## config.mk

```make
export PLATFORM = sky130hd
export DESIGN_NAME = receipt_tagged_item_store_core
export DESIGN_NICKNAME = d
export VERILOG_FILES = /design/src/hw/rtl/rtis_pkg.sv /design/src/hw/rtl/rtis_dp.sv /design/src/hw/rtl/rtis_ctrl.sv /design/src/hw/rtl/receipt_tagged_item_store_core.sv
export SDC_FILE = /design/constraint.sdc
export NUM_CORES = 1
export LEC_CHECK = 0
export BUFFER_PORTS_ARGS = -buffer_cell sky130_fd_sc_hd__buf_2
export CAP_MARGIN = 10
export CORE_ASPECT_RATIO = 0.75
export CORE_MARGIN = 1
export CORE_UTILIZATION = 30
export CTS_CLUSTER_SIZE = 8
export DETAILED_ROUTE_END_ITERATION = 8
export PLACE_DENSITY = 0.53
export REMOVE_ABC_BUFFERS = 1
export SLEW_MARGIN = 20
export SYNTH_ARGS = -nofsm -noshare
export SYNTH_HDL_FRONTEND = slang
export SYNTH_SLANG_ARGS = --single-unit
```

## constraint.sdc

```tcl
create_clock -name clk -period 8.4 [get_ports clk]
set_clock_uncertainty 0.2 [all_clocks]
set_input_delay 0.42 -clock clk [delete_from_list [all_inputs] [get_ports clk]]
set_output_delay 0.42 -clock clk [all_outputs]
set_load 0.05 [all_outputs]
```

## src/hw/rtl/rtis_pkg.sv

```systemverilog
package rtis_pkg;

	localparam int ITEM_W      = 32;
	localparam int RCPT_W      = 32;
	localparam int CNT_W       = 5;
	localparam int STATUS_W    = 2;
	localparam int IN_TDATA_W  = 64;
	localparam int OUT_TDATA_W = 72;
	localparam int OUT_PAD_W   = OUT_TDATA_W - (RCPT_W + ITEM_W + CNT_W);

	localparam int DEF_CAPACITY   = 16;
	localparam int DEF_ITEM_WIDTH = 32;

	typedef logic [STATUS_W-1:0] status_t;

	localparam status_t ST_INSERTED  = 2'd0;
	localparam status_t ST_REMOVED   = 2'd1;
	localparam status_t ST_NOT_FOUND = 2'd2;
	localparam status_t ST_FULL      = 2'd3;

	localparam logic REQ_INSERT = 1'b0;
	localparam logic REQ_REMOVE = 1'b1;

	typedef struct packed {
		logic capture;
		logic insert;
		logic scan;
		logic hit;
		logic miss;
		logic shift;
		logic dec;
		logic emit;
	} dp_cmd_t;

	typedef struct packed {
		logic hit;
		logic past_end;
	} dp_stat_t;

endpackage

```

## src/hw/rtl/rtis_dp.sv

```systemverilog
module rtis_dp #(
	parameter int CAPACITY   = rtis_pkg::DEF_CAPACITY,
	parameter int ITEM_WIDTH = rtis_pkg::DEF_ITEM_WIDTH
) (
	input  logic                          clk,
	input  logic                          arst_n,
	input  logic [rtis_pkg::ITEM_W-1:0]   item_value,
	input  logic [rtis_pkg::RCPT_W-1:0]   receipt_in,
	input  rtis_pkg::dp_cmd_t             cmd,
	output rtis_pkg::dp_stat_t            stat,
	output rtis_pkg::status_t             status,
	output logic [rtis_pkg::RCPT_W-1:0]   receipt_out,
	output logic [rtis_pkg::ITEM_W-1:0]   item_out,
	output logic [rtis_pkg::CNT_W-1:0]    item_count
);
	import rtis_pkg::*;

	localparam int IW = $clog2(CAPACITY);
	localparam int CW = $clog2(CAPACITY + 1);
	localparam int SW = (ITEM_WIDTH < ITEM_W) ? ITEM_WIDTH : ITEM_W;

	logic [SW-1:0]     item_mem [CAPACITY];
	logic [RCPT_W-1:0] tag_mem  [CAPACITY];

	logic [CW-1:0]     count_q;
	logic [RCPT_W-1:0] next_rcpt_q;
	logic [CW-1:0]     ptr_q;
	logic              rd_issued_s1;
	logic              rd_vld_s1;
	logic [CW-1:0]     rd_idx_s1;
	logic [RCPT_W-1:0] tag_rd_s1;
	logic [SW-1:0]     item_rd_s1;
	logic [SW-1:0]     item_q;
	logic [RCPT_W-1:0] want_q;
	status_t           pend_status_q;
	logic [RCPT_W-1:0] pend_rcpt_q;
	logic [SW-1:0]     pend_item_q;
	status_t           out_status_q;
	logic [RCPT_W-1:0] out_rcpt_q;
	logic [ITEM_W-1:0] out_item_q;
	logic [CNT_W-1:0]  out_cnt_q;

	logic              issue;
	logic              full;
	logic              we;
	logic [IW-1:0]     wa;
	logic [RCPT_W-1:0] wt;
	logic [SW-1:0]     wi;
	logic [CW-1:0]     shift_dst;

	assign issue     = cmd.scan | cmd.shift;
	assign full      = (count_q == CW'(CAPACITY));
	assign shift_dst = rd_idx_s1 - CW'(1);

	// one write port: append on insert, move down one place while compacting
	always_comb begin
		we = 1'b0;
		wa = count_q[IW-1:0];
		wt = next_rcpt_q;
		wi = item_q;
		if (cmd.insert && !full) begin
			we = 1'b1;
		end else if (cmd.shift && rd_vld_s1) begin
			we = 1'b1;
			wa = shift_dst[IW-1:0];
			wt = tag_rd_s1;
			wi = item_rd_s1;
		end
	end

	always_ff @(posedge clk) begin
		if (we) begin
			tag_mem[wa]  <= wt;
			item_mem[wa] <= wi;
		end
	end

	always_ff @(posedge clk) begin
		if (issue) begin
			tag_rd_s1  <= tag_mem[ptr_q[IW-1:0]];
			item_rd_s1 <= item_mem[ptr_q[IW-1:0]];
			rd_idx_s1  <= ptr_q;
		end
	end

	always_ff @(posedge clk or negedge arst_n) begin
		if (!arst_n) begin
			count_q      <= '0;
			next_rcpt_q  <= RCPT_W'(1);
			ptr_q        <= '0;
			rd_issued_s1 <= 1'b0;
			rd_vld_s1    <= 1'b0;
		end else begin
			rd_issued_s1 <= issue;
			rd_vld_s1    <= issue && (ptr_q < count_q);
			if (cmd.capture) begin
				ptr_q <= '0;
			end else if (cmd.hit) begin
				ptr_q <= rd_idx_s1 + CW'(1);
			end else if (issue) begin
				ptr_q <= ptr_q + CW'(1);
			end
			if (cmd.insert && !full) begin
				count_q     <= count_q + CW'(1);
				next_rcpt_q <= next_rcpt_q + RCPT_W'(1);
			end else if (cmd.dec) begin
				count_q <= count_q - CW'(1);
			end
		end
	end

	always_ff @(posedge clk) begin
		if (cmd.capture) begin
			item_q <= item_value[SW-1:0];
			want_q <= receipt_in;
		end
		if (cmd.insert) begin
			pend_status_q <= full ? ST_FULL : ST_INSERTED;
			pend_rcpt_q   <= full ? '0 : next_rcpt_q;
			pend_item_q   <= '0;
		end else if (cmd.hit) begin
			pend_status_q <= ST_REMOVED;
			pend_rcpt_q   <= '0;
			pend_item_q   <= item_rd_s1;
		end else if (cmd.miss) begin
			pend_status_q <= ST_NOT_FOUND;
			pend_rcpt_q   <= '0;
			pend_item_q   <= '0;
		end
		if (cmd.emit) begin
			out_status_q <= pend_status_q;
			out_rcpt_q   <= pend_rcpt_q;
			out_item_q   <= ITEM_W'(pend_item_q);
			out_cnt_q    <= CNT_W'(count_q);
		end
	end

	assign stat.hit      = rd_vld_s1 && (tag_rd_s1 == want_q);
	assign stat.past_end = rd_issued_s1 && !rd_vld_s1;

	assign status      = out_status_q;
	assign receipt_out = out_rcpt_q;
	assign item_out    = out_item_q;
	assign item_count  = out_cnt_q;

endmodule

```

## src/hw/rtl/rtis_ctrl.sv

```systemverilog
module rtis_ctrl (
	input  logic               clk,
	input  logic               arst_n,
	input  logic               in_valid,
	input  logic               req_type,
	output logic               in_ready,
	output logic               out_valid,
	input  logic               out_ready,
	input  rtis_pkg::dp_stat_t stat,
	output rtis_pkg::dp_cmd_t  cmd
);
	import rtis_pkg::*;

	localparam logic [2:0] S_IDLE  = 3'd0;
	localparam logic [2:0] S_INS   = 3'd1;
	localparam logic [2:0] S_SCAN  = 3'd2;
	localparam logic [2:0] S_SHIFT = 3'd3;
	localparam logic [2:0] S_RESP  = 3'd4;

	logic [2:0] state_q;
	logic [2:0] state_d;
	logic       out_valid_q;

	assign in_ready  = (state_q == S_IDLE);
	assign out_valid = out_valid_q;

	always_comb begin
		state_d = state_q;
		cmd     = '0;
		case (state_q)
			S_IDLE: begin
				if (in_valid) begin
					cmd.capture = 1'b1;
					state_d     = (req_type == REQ_INSERT) ? S_INS : S_SCAN;
				end
			end
			S_INS: begin
				cmd.insert = 1'b1;
				state_d    = S_RESP;
			end
			S_SCAN: begin
				if (stat.hit) begin
					cmd.hit = 1'b1;
					state_d = S_SHIFT;
				end else if (stat.past_end) begin
					cmd.miss = 1'b1;
					state_d  = S_RESP;
				end else begin
					cmd.scan = 1'b1;
				end
			end
			S_SHIFT: begin
				if (stat.past_end) begin
					cmd.dec = 1'b1;
					state_d = S_RESP;
				end else begin
					cmd.shift = 1'b1;
				end
			end
			S_RESP: begin
				// wait for the output register to free up
				if (!out_valid_q || out_ready) begin
					cmd.emit = 1'b1;
					state_d  = S_IDLE;
				end
			end
			default: begin
				state_d = S_IDLE;
			end
		endcase
	end

	always_ff @(posedge clk or negedge arst_n) begin
		if (!arst_n) begin
			state_q     <= S_IDLE;
			out_valid_q <= 1'b0;
		end else begin
			state_q <= state_d;
			if (cmd.emit) begin
				out_valid_q <= 1'b1;
			end else if (out_ready) begin
				out_valid_q <= 1'b0;
			end
		end
	end

endmodule

```

## src/hw/rtl/receipt_tagged_item_store_core.sv

```systemverilog
// channel | dir | tdata (low bit up)                              | tuser
// s       | in  | item_value[31:0], receipt_in[63:32]             | req_type[0]
// m       | out | receipt_out[31:0], item_out[63:32],             | status[1:0]
//         |     | item_count[68:64], zero pad [71:69]             |
// one word in flight: s_tready is high only while the controller is idle
// insert passes through the INS and RESP states from accept to result register
// remove does one table read per cycle, first to scan
// for the receipt, then to move later entries down through the single write port
// a finished result sits in the output register while the next word is taken
// reset: table empty, next receipt 1; table contents are not cleared
module receipt_tagged_item_store_core #(
	parameter int CAPACITY   = rtis_pkg::DEF_CAPACITY,
	parameter int ITEM_WIDTH = rtis_pkg::DEF_ITEM_WIDTH
) (
	input  logic                               clk,
	input  logic                               arst_n,
	input  logic                               s_tvalid,
	output logic                               s_tready,
	input  logic [rtis_pkg::IN_TDATA_W-1:0]    s_tdata,  // item_value, receipt_in
	input  logic                               s_tuser,  // req_type
	output logic                               m_tvalid,
	input  logic                               m_tready,
	output logic [rtis_pkg::OUT_TDATA_W-1:0]   m_tdata,  // receipt_out, item_out, item_count
	output logic [rtis_pkg::STATUS_W-1:0]      m_tuser   // status
);
	import rtis_pkg::*;

	dp_cmd_t           cmd;
	dp_stat_t          stat;
	status_t           status;
	logic [RCPT_W-1:0] receipt_out;
	logic [ITEM_W-1:0] item_out;
	logic [CNT_W-1:0]  item_count;

	rtis_ctrl u_ctrl (
		.clk       (clk),
		.arst_n    (arst_n),
		.in_valid  (s_tvalid),
		.req_type  (s_tuser),
		.in_ready  (s_tready),
		.out_valid (m_tvalid),
		.out_ready (m_tready),
		.stat      (stat),
		.cmd       (cmd)
	);

	rtis_dp #(
		.CAPACITY   (CAPACITY),
		.ITEM_WIDTH (ITEM_WIDTH)
	) u_dp (
		.clk         (clk),
		.arst_n      (arst_n),
		.item_value  (s_tdata[ITEM_W-1:0]),
		.receipt_in  (s_tdata[ITEM_W +: RCPT_W]),
		.cmd         (cmd),
		.stat        (stat),
		.status      (status),
		.receipt_out (receipt_out),
		.item_out    (item_out),
		.item_count  (item_count)
	);

	assign m_tdata = {{OUT_PAD_W{1'b0}}, item_count, item_out, receipt_out};
	assign m_tuser = status;

`ifndef SYNTH
	// result register is never overwritten while still unread
	assert property (@(posedge clk) disable iff (!arst_n)
		cmd.emit |-> (!m_tvalid || m_tready))
		else $error("result overwritten before it was taken");

	// one word at a time
	assert property (@(posedge clk) disable iff (!arst_n)
		(s_tvalid && s_tready) |=> !s_tready)
		else $error("second word accepted while busy");

	assert property (@(posedge clk) disable iff (!arst_n)
		$onehot0({cmd.capture, cmd.insert, cmd.scan, cmd.hit,
			cmd.miss, cmd.shift, cmd.dec, cmd.emit}))
		else $error("conflicting datapath commands");
`endif

endmodule
```

# Word level (Yosys, flattened, before mapping)

Memories as Yosys holds them, arrays and structs flattened. A register that Yosys moved wholly into a read port is not among the register bits.
Cells that the tools add are included.

Register bits after elaboration: 254
RAM bits: 1,024
Bits of input ports: 69
Output and inout bits: 76
Logic and storage cells: 95
Memories kept: 2

Memory list:

| memory        | words | width | read ports | clocked after memory_dff | write ports | RTL line      | source |
|---|---|---|---|---|---|---|---|
| u_dp.item_mem | 16    | 32    | 1          | 1                        | 1           | rtis_dp.sv:22 | `logic [SW-1:0] item_mem [CAPACITY];` |
| u_dp.tag_mem  | 16    | 32    | 1          | 1                        | 1           | rtis_dp.sv:23 | `logic [RCPT_W-1:0] tag_mem [CAPACITY];` |

Add/subtract/negate cells: 6
Magnitude comparators: 1
Equal/unequal tests: 8
Muxes and demuxes: 44
Bitwise operators: 1
Reduce and logical (&&, ||, !) cells: 16

Operator list:

| operator              | number |
|---|---|
| $mux 32               | 9 |
| $add 32x1->32 const B | 1 |
| $eq 32x32->1          | 1 |
| $mux 5                | 5 |
| $mux 1                | 16 |
| $add 5x1->5 const B   | 3 |
| $mux 3                | 5 |
| $pmux 3 s5            | 1 |
| $mux 2                | 6 |
| $mux 4                | 2 |
| $eq 3x2->1 const B    | 2 |
| $reduce_bool 2->1     | 3 |
| $reduce_bool 3->1     | 2 |
| $eq 5x5->1 const B    | 1 |
| $logic_and 1x1->1     | 5 |
| $lt 5x5->1            | 1 |
| $sub 5x1->5 const B   | 1 |
| $sub 4x1->4 const B   | 1 |
| $eq 3x1->1 const B    | 1 |
| $eq 3x3->1 const B    | 1 |
| $logic_not 1->1       | 3 |
| $logic_not 3->1       | 1 |
| $ne 2x1->1 const B    | 1 |
| $ne 2x2->1 const B    | 1 |
| other kinds (3)       | 3 |

# Logic depth before layout (Yosys ltp)

Depth after elaboration: 9
Depth in mapped cells: 11

# Modules after synthesis

A second synthesis with hierarchy kept.

Cell total of the unflattened synthesis: 2,193
Area total of the unflattened synthesis: 50,641.1 um^2

By module, submodules not included:

| module                         | times used | cells each | area an instance (um^2) |
|---|---|---|---|
| rtis_dp                        | 1          | 2,153      | 50,303.2 |
| rtis_ctrl                      | 1          | 36         | 311.5 |
| receipt_tagged_item_store_core | 1          | 4          | 26.3 |

# Least setup slack after synthesis

No wires, ideal clock.

Path kind: flip-flop to flip-flop
Start: reg u_ctrl.state_q[1]
End: mem u_dp.item_mem[9][0] (netlist bit), enable pin
Arrival: 4.155 ns
Data required time: 7.714 ns
Setup slack: 3.559 ns
Stages on the path, launching flop included: 8
Buffers on the path: 2
Cells stage by stage: dfrtp_1 > buf_2 > nor2b_1 > nand3_1 > clkbuf_1 > nor2_1 > a32oi_1 > nor2_1

Word-level cells in the longest chain between the ends: 7

RTL lines:

| what                         | RTL line        | source |
|---|---|---|
| start, declared              | rtis_ctrl.sv:20 | `logic [2:0] state_q;` |
| start signal, assigned       | rtis_ctrl.sv:78 | `state_q <= state_d;` |
| $eq 3x2->1                   | rtis_ctrl.sv:30 | `case (state_q)` |
| $mux 2                       | rtis_ctrl.sv:30 |  |
| $logic_and 1x1->1            | rtis_dp.sv:63   | `end else if (cmd.shift && rd_vld_s1) begin` |
| $mux 1                       | rtis_dp.sv:63   |  |
| $mux 1                       | rtis_dp.sv:61   | `if (cmd.insert && !full) begin` |
| $mux 1                       | rtis_dp.sv:72   | `if (we) begin` |
| $mux 1 (implied by the code) | rtis_dp.sv:74   | `item_mem[wa] <= wi;` |
| end, declared                | rtis_dp.sv:22   |  |

Parallel ways exist; a longest one is shown, timed or not.

# Worst setup path in the final report

Start: reg u_ctrl.state_q[1]
End: mem u_dp.item_mem[12][26] (netlist bit), enable pin

The elaborated chain is that of the path after synthesis.

==> summary.md <==
| Metric | Value |
|---|---|
| Area share of fa/ha/maj cells after synthesis | 0.286% |
| Vias/cell | 4.75 |
| Post-placement cell count | approximately 4700 |
| Class of the most critical hold timing path | in -> async |
| Width of the die | 477 um |
| Total via count in the routed design | 24080 |
| Area delta synth->final | 19.1% |
| Number of hold-slack violations in the final timing report | 0 |
| Simple-gate portion of the synthesized area | 3.74% |
| Endpoint arrival time on the critical path | 4.60 ns |
| Worst setup slack after placement | 3.93 ns |
| Power per unit of standard cell area | 304 mW/mm2 |
| Worst relative slew slack | 26.9% |
| Post-synthesis average cell area | 21.3 um2 |
| Class of the most critical setup path | reg -> reg |
| CP startpoint | u_ctrl.state_q[1] |
| Main combinational cell family by area after synthesis | multiplexers |
| Clock latency at the later pin of the worst-skew pair | 0.82 ns |
| Synth area leaders | sky130_fd_sc_hd__edfxtp_1 75%, sky130_fd_sc_hd__mux4_2 14%, sky130_fd_sc_hd__dfrtp_1 2.3% |
| Number of clock sinks | 1342 |
| Worst EP required | 8.61 ns |
| Number of global-route vias before repair | 24731 |
| Worst Tran Pin Value | 1.09 ns |
| Die outline height | 358 um |
| Shortest period the worst path allows | 4.39 ns |
| Multiplexer share of the synthesized area | 14.3% |
| Inserted Clock Buffers | 186 |
| Synthesized-area fraction occupied by ao, oa, aoi and oai cells | 0.894% |
| Number of instances in the synthesized netlist | 2381 |
| Bufs on Longest Clock Path | 3 |
| CTS tree | done |
| Clock transition at the register clock pins on the worst setup and hold paths after CTS | 0.05 ns |
| Post-synth top flop | sky130_fd_sc_hd__edfxtp_1 |
| Count leader, synth | sky130_fd_sc_hd__edfxtp_1 |
| Proportion of layout cells with a drive suffix above 1 | 26.4% |
| Final Wtd Congestion | about 0.76 |
| RSZ-0062 raised after global routing | false |
| H-tree depth | 4 |
| CP max FO | 40 |
| Crit end category | flop |
| Result of the run | finished, final reports clean |
| Final layout net count | 2784 |
| Worst ir drop on vdd | 168 uV |
| Global-route wire length before repair | 183000 um |
| Congestion Overflow GR | 0 |
| Fraction of the cycle the final worst path needs | 52.3% |
| Startpoint kind of the worst setup timing path | flop |
| Effective utilization at floorplan | 30.2% |
| Pin count of the biggest net entering global routing | 138 |
| Number of I/O port buffers | 141 |
| Post-CTS setup buffers | 0 |
| Cell type with the largest total area after synthesis | sky130_fd_sc_hd__edfxtp_1 |
| Most used standard cells in the synthesized netlist | 1262 x sky130_fd_sc_hd__edfxtp_1, 320 x sky130_fd_sc_hd__mux4_2, 284 x sky130_fd_sc_hd__nand2_1, 68 x sky130_fd_sc_hd__clkbuf_1, 47 x sky130_fd_sc_hd__dfrtp_1 |
| Standard-cell row count | 130 |
| Highest clock frequency the design can meet | 228 MHz |
| Ys Warns | 0 |
| Number of standard cells in the final layout excluding fillers | 5066 |
| DRC viols | 0 |
| WL/cell | roughly 25 um |
| Highest-delay cell along the critical path | sky130_fd_sc_hd__nor2_4 |
| 1st-iter DRT viols | 2198 |
| Die Area | 0.171 mm2 |
| Worst path cell trace | nor2b_1, and3_4, a32oi_1, nor2_4, buf_4 |
| Static Leakage | between 15 and 20 nW |
| Post-route worst setup slack | 4.01 ns |
| Seq/Total Area, Yosys | 78.4% |
| Share of Yosys cell area claimed by the top area cell type | 74.8% |
| Hold slack | 0.0390 ns |
| Number of flip-flops and latches in the synthesized netlist | 1342 |
| Reg-to-Reg Start | u_ctrl.state_q[1] |
| Post-DP HPWL | 71000 um |
| First-pass detailed-route iteration total | 5 |
| Slew Viols, Final | 0 |
| Detail Route Antenna Nets | 0 |
| Post-synth ARST share | 3.58% |
| Number of antenna violations at the first check in global routing | 11 |
| Post-synthesis xor/xnor area fraction | 1.23% |
| Number of max-cap violations | 0 |
| Filler Cells Inserted | 15395 |
| Number of synthesized flops with an enable pin | 1262 |
| Final core utilization | 36.0% |
| Count of different cell masters after synthesis | 57 |
| Core Area | 0.168 mm2 |
| Biggest cell delay along the critical path | 0.96 ns |
| Netlist area before placement | 0.0507 mm2 |
| Drt total wl | 126000 um |
| All-layer global routing usage | 14.8% |
| Number of failing setup endpoints in the final timing report | 0 |
| Fin Setup TNS | 0 ns |
| Top-level port count | ~150 |
| Root buf cell | sky130_fd_sc_hd__clkbuf_16 |
-- registers in the layout (all words and copies together) (netlist names), 32 cells and up --
name and cells:
u_dp.tag_rd_s1 32, u_dp.want_q 32, u_dp.item_rd_s1 32, u_dp.item_mem 512, u_dp.next_rcpt_q 32, u_dp.item_q 32
u_dp.item_out 32, u_dp.pend_item_q 32, u_dp.pend_rcpt_q 32, u_dp.receipt_out 32, u_dp.tag_mem 512
-- cell families after synthesis --
kind of cell,Yosys count
muxes,326
AOI/OAI and AO/OA,76
other,1
xor gates and xnor gates,71
buffers and inverters,128
and+or+nand+nor,426
DFF,1342
adders and majority gates,11
-- layout make-up --
| cell class | instances | area [um2] | share of cell area, % |
|---|---|---|---|
| Sequential cell | 1342 | 39800 | 65.8 |
| Clock buffer | 289 | 5050 | 8.37 |
| Inverter | 14 | 55.1 | 0.0912 |
| Clock inverter | 16 | 408 | 0.676 |
| Antenna cell | 1 | 2.50 | 0.00414 |
| Timing Repair Buffer | 247 | 1740 | 2.87 |
| Tap cell | 2244 | 2810 | 4.65 |
| Multi-Input combinational cell | 913 | 10600 | 17.5 |
-- stage by stage --
stage | power [mW] | cell area (um2)
floorplan | 11.0 | 50200
global placement | 11.5 | 54200
detailed placement | 11.5 | 54200
CTS | 18.6 | 60400
global route | 19.1 | 60400
finish | 18.3 | 60400
-- path summary, 6_finish.rpt --
kind	end	slack [ns]	depth (start not counted)
max	u_dp.item_mem[12][26]	4.01	5
min	u_dp.next_rcpt_q[20]	0.04	3
max reg2reg	u_dp.item_mem[12][26]	4.01	5
min reg2reg	u_dp.receipt_out[7]	0.22	0
max in group asynchronous	u_dp.ptr_q[1]	7.38	3
min in group clk	u_dp.item_q[26]	0.10	2
-- routing by layer --
layer | routed length [um] | share of wire (%) | track usage (%) | vias to the layer above
li1 | - | - | - | 10275
met4 | 2530 | 2.0 | 4.14 | 0
met3 | 8330 | 6.6 | 3.35 | 175
met2 | 54700 | 43 | 21.5 | 800
met5 | 0 | 0 | 0 | -
met1 | 60300 | 48 | 22.2 | 12830
-- placed cells by master, fill, tap and decap left out, drive strengths merged, types with 18 or more instances in the layout --
cell type    synthesis  routed
and2                36      36
buf                 46     178
clkbuf              68     289
dfrtp               47      47
dfxtp               32      32
dlygate4sd3          0      69
edfxtp            1262    1262
inv                 14      19
mux4               320     320
nand2              285     285
nand3               18      18
nor2                39      39
o21ai               45      45
xnor2               33      33
xor2                38      38
-- timing repair --
action	4_1_cts	5_1_grt
hold endpoints to repair	118	0
resized for setup	0	0
hold buffers	69	0
-- where the power goes --
group	total, mW	internal [mW]	switching (mW)
registers	8.37	8.08	0.293
clock network	6.99	4.13	2.86
logic	2.98	1.09	1.89
-- worst max-delay path, delay by kind of cell, from the launching register on --
family	cells	cell delay (ns)
and+or+nand+nor	3	1.98
buffers and inverters	1	0.80
DFF	1	0.52
AOI/OAI and AO/OA	1	0.46
Note: power is estimated with default switching activity, not from simulation.
